==> src/rtl/ili_pkg.sv <==
package ili_pkg;

  localparam int CAPACITY = 16;
  localparam int WORD_W   = 32;
  localparam int POS_W    = 8;
  localparam int IDX_W    = $clog2(CAPACITY);
  localparam int CNT_W    = $clog2(CAPACITY + 1);
  localparam int CMP_W    = POS_W + 1;

  typedef enum logic [1:0] {
    REQ_INSERT = 2'd0,
    REQ_READ   = 2'd1,
    REQ_DELETE = 2'd2,
    REQ_NONE   = 2'd3
  } req_kind_t;

  typedef enum logic [1:0] {
    STAT_OK   = 2'd0,
    STAT_FULL = 2'd1,
    STAT_CAP  = 2'd2,
    STAT_LEN  = 2'd3
  } status_t;

  typedef enum logic [2:0] {
    ST_IDLE,
    ST_DECODE,
    ST_FETCH,
    ST_GRAB,
    ST_STEP,
    ST_MOVE,
    ST_DONE
  } seq_state_t;

  typedef struct packed {
    logic              wr_en;
    logic [IDX_W-1:0]  wr_addr;
    logic [WORD_W-1:0] wr_data;
    logic              rd_en;
    logic [IDX_W-1:0]  rd_addr;
  } mem_ctl_t;

  typedef struct packed {
    logic [WORD_W-1:0] word_out;
    status_t           status;
    logic [CNT_W-1:0]  count_now;
  } result_t;

endpackage

==> src/rtl/ili_if.sv <==
interface ili_req_if;
  logic                            valid;
  logic                            ready;
  logic [1:0]                      req_type;
  logic [ili_pkg::POS_W-1:0]       position;
  logic [ili_pkg::WORD_W-1:0]      word_in;

  modport source (output valid, req_type, position, word_in, input ready);
  modport sink (input valid, req_type, position, word_in, output ready);
endinterface

interface ili_rsp_if;
  logic                            valid;
  logic                            ready;
  logic [ili_pkg::WORD_W-1:0]      word_out;
  logic [1:0]                      status;
  logic [ili_pkg::CNT_W-1:0]       count_now;

  modport source (output valid, word_out, status, count_now, input ready);
  modport sink (input valid, word_out, status, count_now, output ready);
endinterface

==> src/rtl/ili_store.sv <==
module ili_store (
  input  logic                        clk,
  input  logic                        rst,
  input  ili_pkg::mem_ctl_t           mem_ctl,
  output logic [ili_pkg::WORD_W-1:0]  rd_data
);
  import ili_pkg::*;

  logic [WORD_W-1:0]   mem [CAPACITY];
  logic [CAPACITY-1:0] filled;
  logic [WORD_W-1:0]   rd_word;
  logic                rd_filled;

  always_ff @(posedge clk) begin
    if (mem_ctl.wr_en) begin
      mem[mem_ctl.wr_addr] <= mem_ctl.wr_data;
    end
    if (mem_ctl.rd_en) begin
      rd_word <= mem[mem_ctl.rd_addr];
    end
  end

  // a slot never written since reset reads as zero
  always_ff @(posedge clk) begin
    if (rst) begin
      filled    <= '0;
      rd_filled <= 1'b0;
    end else begin
      if (mem_ctl.wr_en) begin
        filled[mem_ctl.wr_addr] <= 1'b1;
      end
      if (mem_ctl.rd_en) begin
        rd_filled <= filled[mem_ctl.rd_addr];
      end
    end
  end

  assign rd_data = rd_filled ? rd_word : '0;

endmodule

==> src/rtl/ili_ctrl.sv <==
module ili_ctrl (
  input  logic                        clk,
  input  logic                        rst,
  ili_req_if.sink                     req,
  output ili_pkg::mem_ctl_t           mem_ctl,
  input  logic [ili_pkg::WORD_W-1:0]  rd_data,
  output logic                        res_valid,
  input  logic                        res_ready,
  output ili_pkg::result_t            res
);
  import ili_pkg::*;

  seq_state_t        state, state_next;
  req_kind_t         kind;
  logic [POS_W-1:0]  pos;
  logic [WORD_W-1:0] word;
  logic [IDX_W-1:0]  ptr, ptr_next;
  logic [CNT_W-1:0]  cnt, cnt_next;
  logic [WORD_W-1:0] res_word, res_word_next;
  status_t           res_status, res_status_next;

  logic              pos_over;
  logic              pos_past_cnt;
  logic              pos_at_cnt;
  logic              list_full;
  logic [CNT_W-1:0]  nb;
  logic              at_target;
  logic              at_top;

  // shared pointer unit: neighbour slot and end tests
  assign pos_over     = {1'b0, pos} >= CMP_W'(CAPACITY);
  assign pos_past_cnt = {1'b0, pos} > CMP_W'(cnt);
  assign pos_at_cnt   = {1'b0, pos} == CMP_W'(cnt);
  assign list_full    = cnt == CNT_W'(CAPACITY);
  assign nb           = (kind == REQ_INSERT) ? CNT_W'(ptr) - CNT_W'(1)
                                             : CNT_W'(ptr) + CNT_W'(1);
  assign at_target    = ptr == pos[IDX_W-1:0];
  assign at_top       = nb == cnt;

  assign req.ready = state == ST_IDLE;

  always_ff @(posedge clk) begin
    if (rst) begin
      state <= ST_IDLE;
      cnt   <= '0;
    end else begin
      state <= state_next;
      cnt   <= cnt_next;
    end
  end

  always_ff @(posedge clk) begin
    if (req.valid && req.ready) begin
      kind <= req_kind_t'(req.req_type);
      pos  <= req.position;
      word <= req.word_in;
    end
    ptr        <= ptr_next;
    res_word   <= res_word_next;
    res_status <= res_status_next;
  end

  always_comb begin
    state_next = state;
    case (state)
      ST_IDLE: begin
        if (req.valid) state_next = ST_DECODE;
      end
      ST_DECODE: begin
        case (kind)
          REQ_INSERT: begin
            state_next = (list_full || pos_over || pos_past_cnt) ? ST_DONE : ST_STEP;
          end
          REQ_READ: begin
            state_next = pos_over ? ST_DONE : ST_FETCH;
          end
          REQ_DELETE: begin
            state_next = (pos_over || pos_past_cnt || pos_at_cnt) ? ST_DONE : ST_GRAB;
          end
          default: state_next = ST_DONE;
        endcase
      end
      ST_FETCH: state_next = ST_DONE;
      ST_GRAB:  state_next = ST_STEP;
      ST_STEP: begin
        if (kind == REQ_INSERT) begin
          state_next = at_target ? ST_DONE : ST_MOVE;
        end else begin
          state_next = at_top ? ST_DONE : ST_MOVE;
        end
      end
      ST_MOVE: state_next = ST_STEP;
      ST_DONE: begin
        if (res_ready) state_next = ST_IDLE;
      end
      default: state_next = ST_IDLE;
    endcase
  end

  always_comb begin
    mem_ctl         = '0;
    ptr_next        = ptr;
    cnt_next        = cnt;
    res_word_next   = res_word;
    res_status_next = res_status;
    case (state)
      ST_DECODE: begin
        res_word_next   = '0;
        res_status_next = STAT_OK;
        case (kind)
          REQ_INSERT: begin
            if (list_full) begin
              res_status_next = STAT_FULL;
            end else if (pos_over) begin
              res_status_next = STAT_CAP;
            end else if (pos_past_cnt) begin
              res_status_next = STAT_LEN;
            end
            ptr_next = cnt[IDX_W-1:0];
          end
          REQ_READ: begin
            if (pos_over) begin
              res_status_next = STAT_CAP;
            end else begin
              mem_ctl.rd_en   = 1'b1;
              mem_ctl.rd_addr = pos[IDX_W-1:0];
            end
          end
          REQ_DELETE: begin
            if (pos_over) begin
              res_status_next = STAT_CAP;
            end else if (pos_past_cnt || pos_at_cnt) begin
              res_status_next = STAT_LEN;
            end else begin
              mem_ctl.rd_en   = 1'b1;
              mem_ctl.rd_addr = pos[IDX_W-1:0];
            end
          end
          default: ;
        endcase
      end
      ST_FETCH: begin
        res_word_next = rd_data;
      end
      ST_GRAB: begin
        res_word_next = rd_data;
        ptr_next      = pos[IDX_W-1:0];
      end
      ST_STEP: begin
        if (kind == REQ_INSERT) begin
          if (at_target) begin
            mem_ctl.wr_en   = 1'b1;
            mem_ctl.wr_addr = ptr;
            mem_ctl.wr_data = word;
            cnt_next        = cnt + CNT_W'(1);
          end else begin
            mem_ctl.rd_en   = 1'b1;
            mem_ctl.rd_addr = nb[IDX_W-1:0];
          end
        end else begin
          if (at_top) begin
            cnt_next = cnt - CNT_W'(1);
          end else begin
            mem_ctl.rd_en   = 1'b1;
            mem_ctl.rd_addr = nb[IDX_W-1:0];
          end
        end
      end
      ST_MOVE: begin
        mem_ctl.wr_en   = 1'b1;
        mem_ctl.wr_addr = ptr;
        mem_ctl.wr_data = rd_data;
        ptr_next        = nb[IDX_W-1:0];
      end
      default: ;
    endcase
  end

  assign res_valid     = state == ST_DONE;
  assign res.word_out  = res_word;
  assign res.status    = res_status;
  assign res.count_now = cnt;

  a_count_bound: assert property (@(posedge clk) disable iff (rst)
    cnt <= CNT_W'(CAPACITY))
    else $error("list count beyond capacity");

  a_port_single: assert property (@(posedge clk) disable iff (rst)
    !(mem_ctl.wr_en && mem_ctl.rd_en))
    else $error("store read and write in the same cycle");

  a_count_moves: assert property (@(posedge clk) disable iff (rst)
    !$stable(cnt) |-> $past(state) == ST_STEP)
    else $error("count changed outside the final step");

  a_result_holds: assert property (@(posedge clk) disable iff (rst)
    res_valid && !res_ready |=> res_valid && $stable(res))
    else $error("pending result changed before hand-off");

endmodule

==> src/rtl/indexed_list_insert_delete_top.sv <==
// Ordered list of up to CAPACITY words held in a store used as a single port,
// with one request handled at a time. A small sequencer walks a shared pointer
// unit over the store, moving one entry at a time (read, then write one slot
// over), so the cost grows with the number of entries that must shift. An
// error or an unknown request goes straight to its response. Responses
// sit in an output register, so the next request is taken while the last
// response still waits. The store reads as zero after reset without any
// clearing pass; a slot freed by a delete keeps its old word.
module indexed_list_insert_delete_top (
  input  logic clk,
  input  logic rst,
  ili_req_if.sink   req,
  ili_rsp_if.source rsp
);
  import ili_pkg::*;

  mem_ctl_t          mem_ctl;
  logic [WORD_W-1:0] rd_data;
  logic              res_valid;
  logic              res_ready;
  result_t           res;

  logic              out_valid;
  result_t           out_word;

  ili_store u_store (
    .clk     (clk),
    .rst     (rst),
    .mem_ctl (mem_ctl),
    .rd_data (rd_data)
  );

  ili_ctrl u_ctrl (
    .clk       (clk),
    .rst       (rst),
    .req       (req),
    .mem_ctl   (mem_ctl),
    .rd_data   (rd_data),
    .res_valid (res_valid),
    .res_ready (res_ready),
    .res       (res)
  );

  // output word register
  assign res_ready = !out_valid || rsp.ready;

  always_ff @(posedge clk) begin
    if (rst) begin
      out_valid <= 1'b0;
    end else if (res_ready) begin
      out_valid <= res_valid;
    end
  end

  always_ff @(posedge clk) begin
    if (res_valid && res_ready) begin
      out_word <= res;
    end
  end

  assign rsp.valid     = out_valid;
  assign rsp.word_out  = out_word.word_out;
  assign rsp.status    = out_word.status;
  assign rsp.count_now = out_word.count_now;

endmodule
==> src/flat_wrapper.sv <==
// flat-port wrapper written by rule: the top's interface ports become plain ports
module indexed_list_insert_delete_top_flat import ili_pkg::*;
  (clk, rst, req_valid, req_req_type, req_position, req_word_in, req_ready, rsp_valid, rsp_word_out, rsp_status, rsp_count_now, rsp_ready);
  ili_req_if req_i ();
  ili_rsp_if rsp_i ();
  input  logic clk;
  input  logic rst;
  input wire logic [$bits(req_i.valid)-1:0] req_valid;
  input wire logic [$bits(req_i.req_type)-1:0] req_req_type;
  input wire logic [$bits(req_i.position)-1:0] req_position;
  input wire logic [$bits(req_i.word_in)-1:0] req_word_in;
  output wire logic [$bits(req_i.ready)-1:0] req_ready;
  output wire logic [$bits(rsp_i.valid)-1:0] rsp_valid;
  output wire logic [$bits(rsp_i.word_out)-1:0] rsp_word_out;
  output wire logic [$bits(rsp_i.status)-1:0] rsp_status;
  output wire logic [$bits(rsp_i.count_now)-1:0] rsp_count_now;
  input wire logic [$bits(rsp_i.ready)-1:0] rsp_ready;
  assign req_i.valid = req_valid;
  assign req_i.req_type = req_req_type;
  assign req_i.position = req_position;
  assign req_i.word_in = req_word_in;
  assign req_ready = req_i.ready;
  assign rsp_valid = rsp_i.valid;
  assign rsp_word_out = rsp_i.word_out;
  assign rsp_status = rsp_i.status;
  assign rsp_count_now = rsp_i.count_now;
  assign rsp_i.ready = rsp_ready;
  indexed_list_insert_delete_top u_core (.clk(clk), .rst(rst), .req(req_i), .rsp(rsp_i));
endmodule
==> config.mk <==
export PLATFORM = sky130hd
export DESIGN_NAME = indexed_list_insert_delete_top_flat
export DESIGN_NICKNAME = d
export VERILOG_FILES = /design/src/rtl/ili_pkg.sv /design/src/rtl/ili_if.sv /design/src/rtl/ili_store.sv /design/src/rtl/ili_ctrl.sv /design/src/rtl/indexed_list_insert_delete_top.sv /design/src/flat_wrapper.sv
export SDC_FILE = /design/constraint.sdc
export NUM_CORES = 1
export LEC_CHECK = 0
export BUFFER_PORTS_ARGS = -buffer_cell sky130_fd_sc_hd__buf_2
export CELL_PAD_IN_SITES_DETAIL_PLACEMENT = 0
export CELL_PAD_IN_SITES_GLOBAL_PLACEMENT = 1
export CORE_ASPECT_RATIO = 0.9
export CORE_MARGIN = 2
export CORE_UTILIZATION = 52
export DETAILED_ROUTE_END_ITERATION = 8
export PLACE_DENSITY = 0.78
export SKIP_CTS_REPAIR_TIMING = 1
export SYNTH_ARGS = -nofsm -noshare
export SYNTH_HDL_FRONTEND = slang
export SYNTH_SLANG_ARGS = --single-unit
==> constraint.sdc <==
create_clock -name clk -period 5.55 [get_ports clk]
set_clock_uncertainty 0.15 [all_clocks]
set_input_delay 1.11 -clock clk [delete_from_list [all_inputs] [get_ports clk]]
set_output_delay 1.11 -clock clk [all_outputs]
set_load 0.02 [all_outputs]
==> summary.md, run 1 <==
| Metric | Value |
|---|---|
| Avg WL per Cell | roughly 25 um |
| CTS sink cnt | 689 |
| Area of the multi-input gates | roughly 6400 um2 |
| Final ANT Viol Nets | 0 |
| Yosys synthesis warning count | 0 |
| Total CTS buffers | 68 |
| Reg area | between 20,000 and 25,000 um2 |
| Clock Latency Late Sink | 0.60 ns |
| # diodes | 0 |
| Crit path max fanout | 11 |
| Max Cap Viol | 0 |
| Netlist cell types | between 60 and 70 |
| Cell count after synthesis | approximately 1.8k |
| Commonest cells after routing, fill and taps aside | edfxtp_1 (663), nand2_1 (288), a21oi_1 (110) |
| Min-delay worst type | flip-flop to flip-flop |
| H-tree depth | 3 |
| Leading cell type in the layout, fill and taps excluded | edfxtp_1 |
| TritonCTS clock tree | built |
| Worst r2r dst | u_core.u_store.rd_word[25] |
| RSZ-0062 raised after global routing | no |
| Count of final hold-check violations | 0 |
| Sequential fraction of the synthesis area | 74.8% |
| Area of the mapped netlist | around 27,000 um2 |
| Die X-Extent | between 200 and 250 um |
| DRT iter0 DRCs | around 1.9k |
| Fillers | between 3k and 4k |
| Min-Delay Endpoint | u_core.rsp.word_out[17] |
| Met2 Use GR | between 30% and 40% |
| Initial core utilization | between 50 and 60% |
| Final nets | roughly 2k |
| Via Count | between 15k and 20k |
| Setup TNS | 0 ns |
| Synth Flop Type | edfxtp_1 |
| GRT Max-Usage Layer | met2 |
| Area grow syn2layout | 13.3% |
| Post-DP HPWL | roughly 36,000 um |
| Syn Nets | about 1.9k |
| Row cnt | between 70 and 80 |
| Setup slack, reg-to-reg | 1.11 ns |
| Die area | 54,400 um2 |
| Met1 usage | about 36% |
| Peak Freq | 225 MHz |
| # setup viols final | 0 |
| Overflow after GRT | 0 |
| Clock buffer depth | 3 |
| Setup slack after layout | around 1.1 ns |
| I/O Buffers | 86 |
| DRC | 0 |
| Initial antenna violation count | 0 |
| Post-synth ARST share | 0% |
| Fin Hold WS | 0.268 ns |
| Root Buffer | clkbuf_16 |
| Critical-path top delay cell | a311oi_4 |
| Worst stage delay on the critical path | ~0.55 ns |
| Critical path capture point type | flip-flop |
| Fin cells | 2,669 |
| Hold depth | 0 |
| DRT Pass-1 Iters | 5 |
| Worst Path Arrival | approximately 4.6 ns |
| Pre-CTS WS | approximately 1.2 ns |
| Final period util | 79.9% |
| Hold Crit Start | u_core.u_ctrl.res_word[17] |
| Worst EP required | roughly 5.8 ns |
| Vias in the first global route | about 16k |
| First-pass GRT wire length | about 100,000 um |
| Worst r2r path cells | 13 |
| Pwr/cell area | 440 nW/um2 |
| CP startpoint kind | flip-flop |
| Total Wirelength | 66,700 um |
| Dpl cells | 2,549 |
| Leakage | between 9 and 10 nW |
| GP Congestion | 0.829 |
| Largest net degree at the start of global routing | 130 |
| Die span in y | 221 um |
| Worst-margin pin slew | 1.22 ns |
| Kind of critical path | flip-flop to flip-flop |
| Max Slew Vio Count | 0 |
| Average size of a mapped cell | 14.8 um2 |
| Relative slew margins | between 10% and 20% |
| #FFs+latches synth | slightly below 700 |
| Fin util | 59.7% |
| IO Pins | 87 |
| Via-per-instance ratio | roughly 6.1 |
| Worst-path clk slew | ~0.06 ns |
| Critical Path, Cell by Cell | inv_1 > ha_1 > xor2_1 > ha_1 > a21oi_1 > xnor2_2 > mux2i_1 > a311oi_4 > nand2_1 > nand2_1 > nand2b_1 > a21oi_1 > nor4_2 |
| Worst reg2reg startpoint | u_core.u_ctrl.kind[0] |
| Met3 usage | under 10% |
| Fin crit period | approximately 4.4 ns |
| Maximum vdd drop | ~320 uV |
| All-Layer GR Usage | between 20% and 30% |
| Fraction of layout cells with a size suffix above 1 | 14.5% |
| Core box area | between 50,000 and 60,000 um2 |
| EDFF count, synth | ~660 |
| Status | complete, no violations |
==> registers in the layout (all words and copies together) (netlist names) <==
name	flops
u_core.u_store.mem	512
u_core.u_ctrl.cnt	5
u_core.u_store.rd_word	32
u_core.rsp.valid	1
u_core.u_ctrl.res_word	32
u_core.rsp.status	2
u_core.rsp.word_out	32
u_core.u_ctrl.pos	8
u_core.u_ctrl.ptr	4
u_core.u_ctrl.word	32
u_core.u_ctrl.state	3
u_core.u_store.filled	16
u_core.u_store.rd_filled	1
u_core.u_ctrl.kind	2
u_core.u_ctrl.res_status	2
u_core.rsp.count_now	5
==> layout make-up <==
class | instances | area share [%]
clock buffers | 85 | 6.01
clock inverters | 35 | 1.17
inverters | 12 | 0.146
multi-input cells | 1025 | 20.8
flip-flops and latches | 689 | 66.0
well taps | 688 | 2.78
repair buffers | 135 | 3.11
==> cells in the mapped netlist (3+ instances only) <==
cell	instances	area, um2
a21o_1	3	22.5
a21oi_1	111	556
a22o_1	3	26.3
a22oi_1	65	488
a31oi_1	3	18.8
a32o_1	33	330
a32oi_1	36	315
and3_1	35	219
buf_2	44	220
buf_4	9	67.6
buf_6	7	78.8
clkbuf_1	56	210
dfxtp_1	26	521
edfxtp_1	663	19900
ha_1	15	188
inv_1	12	45.0
mux2i_1	101	1010
nand2_1	288	1080
nand2b_1	4	25.0
nand3_1	76	380
nand3b_1	5	37.5
nand4_1	6	37.5
nor2_1	88	330
nor2b_1	4	25.0
nor3_1	42	210
nor3_2	5	50.1
nor3b_1	3	22.5
nor4_2	10	125
o21ai_0	8	40.0
o21ba_2	6	60.1
o22ai_1	25	156
or2_2	3	18.8
or3_1	3	18.8
xnor2_1	6	52.6
xor2_1	6	52.6
==> worst max-delay path by stage <==
| stage | from | endpoint | slack (ns) | cells past startpoint |
|---|---|---|---|---|
| 2_1_floorplan | u_core.u_ctrl.kind[0] | u_core.u_store.mem[9][0] | 1.68 | 8 |
| 3_3_place_gp | u_core.u_ctrl.kind[0] | u_core.u_store.rd_word[4] | 1.32 | 14 |
| 3_5_place_dp | u_core.u_ctrl.kind[0] | u_core.u_store.rd_word[21] | 1.18 | 13 |
| 4_1_cts | u_core.u_ctrl.kind[0] | u_core.u_store.rd_word[21] | 1.17 | 13 |
| 5_1_grt | u_core.u_ctrl.kind[0] | u_core.u_store.rd_word[10] | 0.79 | 14 |
| 6_report | u_core.u_ctrl.kind[0] | u_core.u_store.rd_word[25] | 1.11 | 13 |
==> through the flow <==
step,instance area (um2),total power [mW]
2_1_floorplan,27300,8.22
3_3_place_gp,28700,9.03
3_5_place_dp,28700,9.09
4_1_cts,30900,13.7
5_1_grt,30900,14.1
6_report,30900,13.6
==> power breakdown <==
group | switching, mW | internal (mW) | total (mW)
registers | 0.244 | 6.21 | 6.45
clock network | 1.88 | 2.74 | 4.62
logic | 1.77 | 0.783 | 2.55
total | 3.90 | 9.73 | 13.6
==> cells by family after synthesis <==
logic type	after synthesis	synth area share, %
fa+ha+maj	16	0.760
mux	101	3.70
flops	689	74.8
compound gates	308	7.94
xor+xnor	15	0.586
simple gates	585	9.92
buf+inv	130	2.30
==> critical path, delay by kind of cell, from the launching register on <==
family	cells	cell delay, ns
buf+inv	1	0.13
flops	1	0.43
compound gates	3	0.96
fa+ha+maj	2	0.68
xor+xnor	2	0.53
simple gates	4	1.10
mux	1	0.21
==> layer usage <==
| metal | vias to the layer above | share of wire [%] |
|---|---|---|
| met5 | - | 0 |
| met4 | 0 | 2.2 |
| met3 | 112 | 7.8 |
| met2 | 734 | 47 |
| met1 | 8144 | 43 |
| li1 | 7251 | - |
No activity file was read; power rests on OpenSTA's default activity.
==> run 2: changes to the inputs <==
--- a/config.mk
+++ b/config.mk
@@ -10,9 +10,9 @@
 export CELL_PAD_IN_SITES_GLOBAL_PLACEMENT = 1
 export CORE_ASPECT_RATIO = 0.9
 export CORE_MARGIN = 2
-export CORE_UTILIZATION = 52
+export CORE_UTILIZATION = 47
 export DETAILED_ROUTE_END_ITERATION = 8
-export PLACE_DENSITY = 0.78
+export PLACE_DENSITY = 0.74
 export SKIP_CTS_REPAIR_TIMING = 1
 export SYNTH_ARGS = -nofsm -noshare
 export SYNTH_HDL_FRONTEND = slang
==> constraint.sdc (replaced) <==
create_clock -name clk -period 3.75 [get_ports clk]
set_clock_uncertainty 0.15 [all_clocks]
set_input_delay 0.75 -clock clk [delete_from_list [all_inputs] [get_ports clk]]
set_output_delay 0.75 -clock clk [all_outputs]
set_load 0.02 [all_outputs]
==> run 2 against run 1 <==
Effect of this change:
- hold slack worse by 0.12 ns
- first-iteration DRC count grew 3.4%
- power grew 55%
- cell count increased by 6.9%
- core utilization decreased by 2.8 points
- clock power up 44%
- clock-buffer cell count grew 5
- die area is 10% higher
- register-to-register slack worse by 1.1 ns
- flip-flop and latch count stayed put
- fmax increased by 19%
- final area up 5.3%
==> summary.md, run 2 (synthesis gave the netlist of run 1 again) <==
| Metric | Value |
|---|---|
| Overflow after GRT | 0 (unchanged) |
| Via-per-instance ratio | 5.94 (-2.4%) |
| DRC | 0 (unchanged) |
| Max Slew Vio Count | 0 (unchanged) |
| Worst-margin pin slew | 1.03 ns (-0.186 ns) |
| Relative slew margins | 30.9% (+12 points) |
| Status | complete, no violations |
| RSZ-0062 raised after global routing | yes |
| Maximum vdd drop | 342 uV (+6.0%) |
| Largest net degree at the start of global routing | 49 (-62%) |
| Initial core utilization | 47.7% (-5.0 points) |
| Core box area | 57,200 um2 (+10%) |
| Clock buffer depth | 3 (unchanged) |
| Worst EP required | 3.96 ns (-1.79 ns) |
| Max FFs per register | 512 (unchanged) |
| # diodes | 0 (unchanged) |
| DRT Pass-1 Iters | 5 (unchanged) |
| Worst Path Arrival | 3.95 ns (-0.69 ns) |
| Commonest cells after routing, fill and taps aside | edfxtp_1 (663), nand2_1 (288), a21oi_1 (107) |
| Vias in the first global route | 16.3k (+4.3%) |
| Area grow syn2layout | 19.2% |
| IO Pins | 87 (unchanged) |
| Clock power frac | 31.5% (-2.4 points) |
| Fin util | 56.9% (-2.8 points) |
| Comb power frac | 23.2% (+4.5 points) |
| CTS sink cnt | 689 (unchanged) |
| Power Internal | 14.8 mW (+52%) |
| Max Cap Viol | 0 (unchanged) |
| Crit path max fanout | 7 (-4) |
| Final nets | 2,093 (+5.0%) |
| Die X-Extent | 258 um (+5.1%) |
| GP Congestion | 0.857 (+3.5%) |
| Fin Hold WS | 0.149 ns (-0.119 ns) |
| Fin crit period | 3.74 ns (-0.697 ns) |
| Pre-CTS WS | -0.227 ns (-1.41 ns) |
| Total Wirelength | 72,300 um (+8.3%) |
| First-pass GRT wire length | 105,000 um (+5.2%) |
| DRT iter0 DRCs | 1,927 (+3.4%) |
| Total CTS buffers | 70 (+2.9%) |
| Leakage | 10.4 nW (+7.4%) |
| Via Count | 16.9k (+4.3%) |
| Setup slack after layout | 0.00999 ns (-1.10 ns) |
| Finished Cell Area | 32,600 um2 (+5.3%) |
| Min-delay worst type | primary input to flip-flop |
| Reg with most FFs | u_core.u_store.mem |
| Leading cell type in the layout, fill and taps excluded | edfxtp_1 |
| Initial antenna violation count | 2 (+2) |
| Sw frac | 29.7% (+1.1 points) |
| Final period util | 99.7% (+20 points) |
| Peak Freq | 267 MHz (+19%) |
| Final ANT Viol Nets | 0 (unchanged) |
| Seq pwr share | 45.3% (-2.1 points) |
| Post-DP HPWL | 39,900 um (+12%) |
| Root Buffer | clkbuf_16 |
| Switching pwr | 6.26 mW (+61%) |
| CP startpoint kind | flip-flop |
| H-tree depth | 3 (unchanged) |
| Pwr/cell area | 647 nW/um2 (+47%) |
| Placed cell area | 29,800 um2 (+3.9%) |
| Setup TNS | 0 ns (unchanged) |
| Count of final hold-check violations | 0 (unchanged) |
| Clock Latency Late Sink | 0.62 ns (+0.02 ns) |
| Worst-path clk slew | 0.06 ns (about the same) |
| All-Layer GR Usage | 23.7% (-0.89 points) |
| I/O Buffers | 86 (unchanged) |
| # setup viols final | 0 (unchanged) |
| Kind of critical path | flip-flop to flip-flop |
| Die span in y | 233 um (+5.1%) |
| Avg WL per Cell | 25.3 um (+1.4%) |
| TritonCTS clock tree | built |
| Fraction of layout cells with a size suffix above 1 | 19.5% (+5.1 points) |
| Die area | 60,100 um2 (+10%) |
| Critical path capture point type | flip-flop |
| Row cnt | 83 (+5.1%) |
run 2: cell types whose count changed in the layout (fill, tap and decap cells not counted), moves of 4 or more:
cell       change
buf_12        +40
buf_4         +43
buf_6          +4
bufinv_16      -5
clkbuf_1       +8
clkbuf_16      +7
clkinv_2       +5
clkinv_8       +4
run 2: power by group through the flow:
stage / combinational (mW) / sequential (mW) / clock, mW
after floorplan: 2.66 / 9.52 / 0
after global placement: 4.36 / 9.67 / 0
after detailed placement: 4.43 / 9.67 / 0
after CTS: 4.45 / 9.53 / 6.76
after global routing: 5.23 / 9.58 / 7.03
final: 4.89 / 9.54 / 6.64
run 2: through the flow:
| step | total power [mW] | cells |
|---|---|---|
| 2_1_floorplan | 12.2 | 1844 |
| 3_3_place_gp | 14.0 | 2696 |
| 3_5_place_dp | 14.1 | 2696 |
| 4_1_cts | 20.7 | 2824 |
| 5_1_grt | 21.8 | 2852 |
| 6_report | 21.1 | 2852 |
run 2: critical path: stages (launching register included):
cell and delay (ns):
edfxtp_1 0.44, inv_2 0.14, ha_4 0.18, xor2_2 0.18, ha_4 0.19, o21ai_2 0.08, a22o_1 0.21, nor4b_4 0.34
a311oi_4 0.13, buf_6 0.16, a22oi_4 0.31, clkbuf_16 0.25, buf_16 0.14, mux2i_1 0.20, a32oi_1 0.09, o22ai_1 0.20
nor3_1 0.07
run 2: final cells by class:
type,instances,area [um2]
clock buffers,90,1850
well taps,765,957
fillers,4409,24700
inverters,12,45.0
multi-input cells,1025,6570
flip-flops and latches,689,20400
clock inverters,38,318
repair buffers,233,2400
run 2: final timing paths:
| kind | start | end | slack (ns) | cells past startpoint |
|---|---|---|---|---|
| worst min-delay path | req_word_in[3] | u_core.u_ctrl.word[3] | 0.15 | 1 |
| worst min register to register | u_core.u_ctrl.res_word[24] | u_core.rsp.word_out[24] | 0.26 | 0 |
| worst max register to register | u_core.u_ctrl.kind[1] | u_core.u_store.rd_word[15] | 0.01 | 16 |
| worst max-delay path | u_core.u_ctrl.kind[1] | u_core.u_store.rd_word[15] | 0.01 | 16 |
run 2: metal layers:
metal	vias up	global-route usage, %	part of all wire, %
li1	7447	-	-
met1	8519	34.0	43
met2	853	37.3	46
met3	124	3.93	8.9
met4	0	6.83	2.3
met5	-	0	0
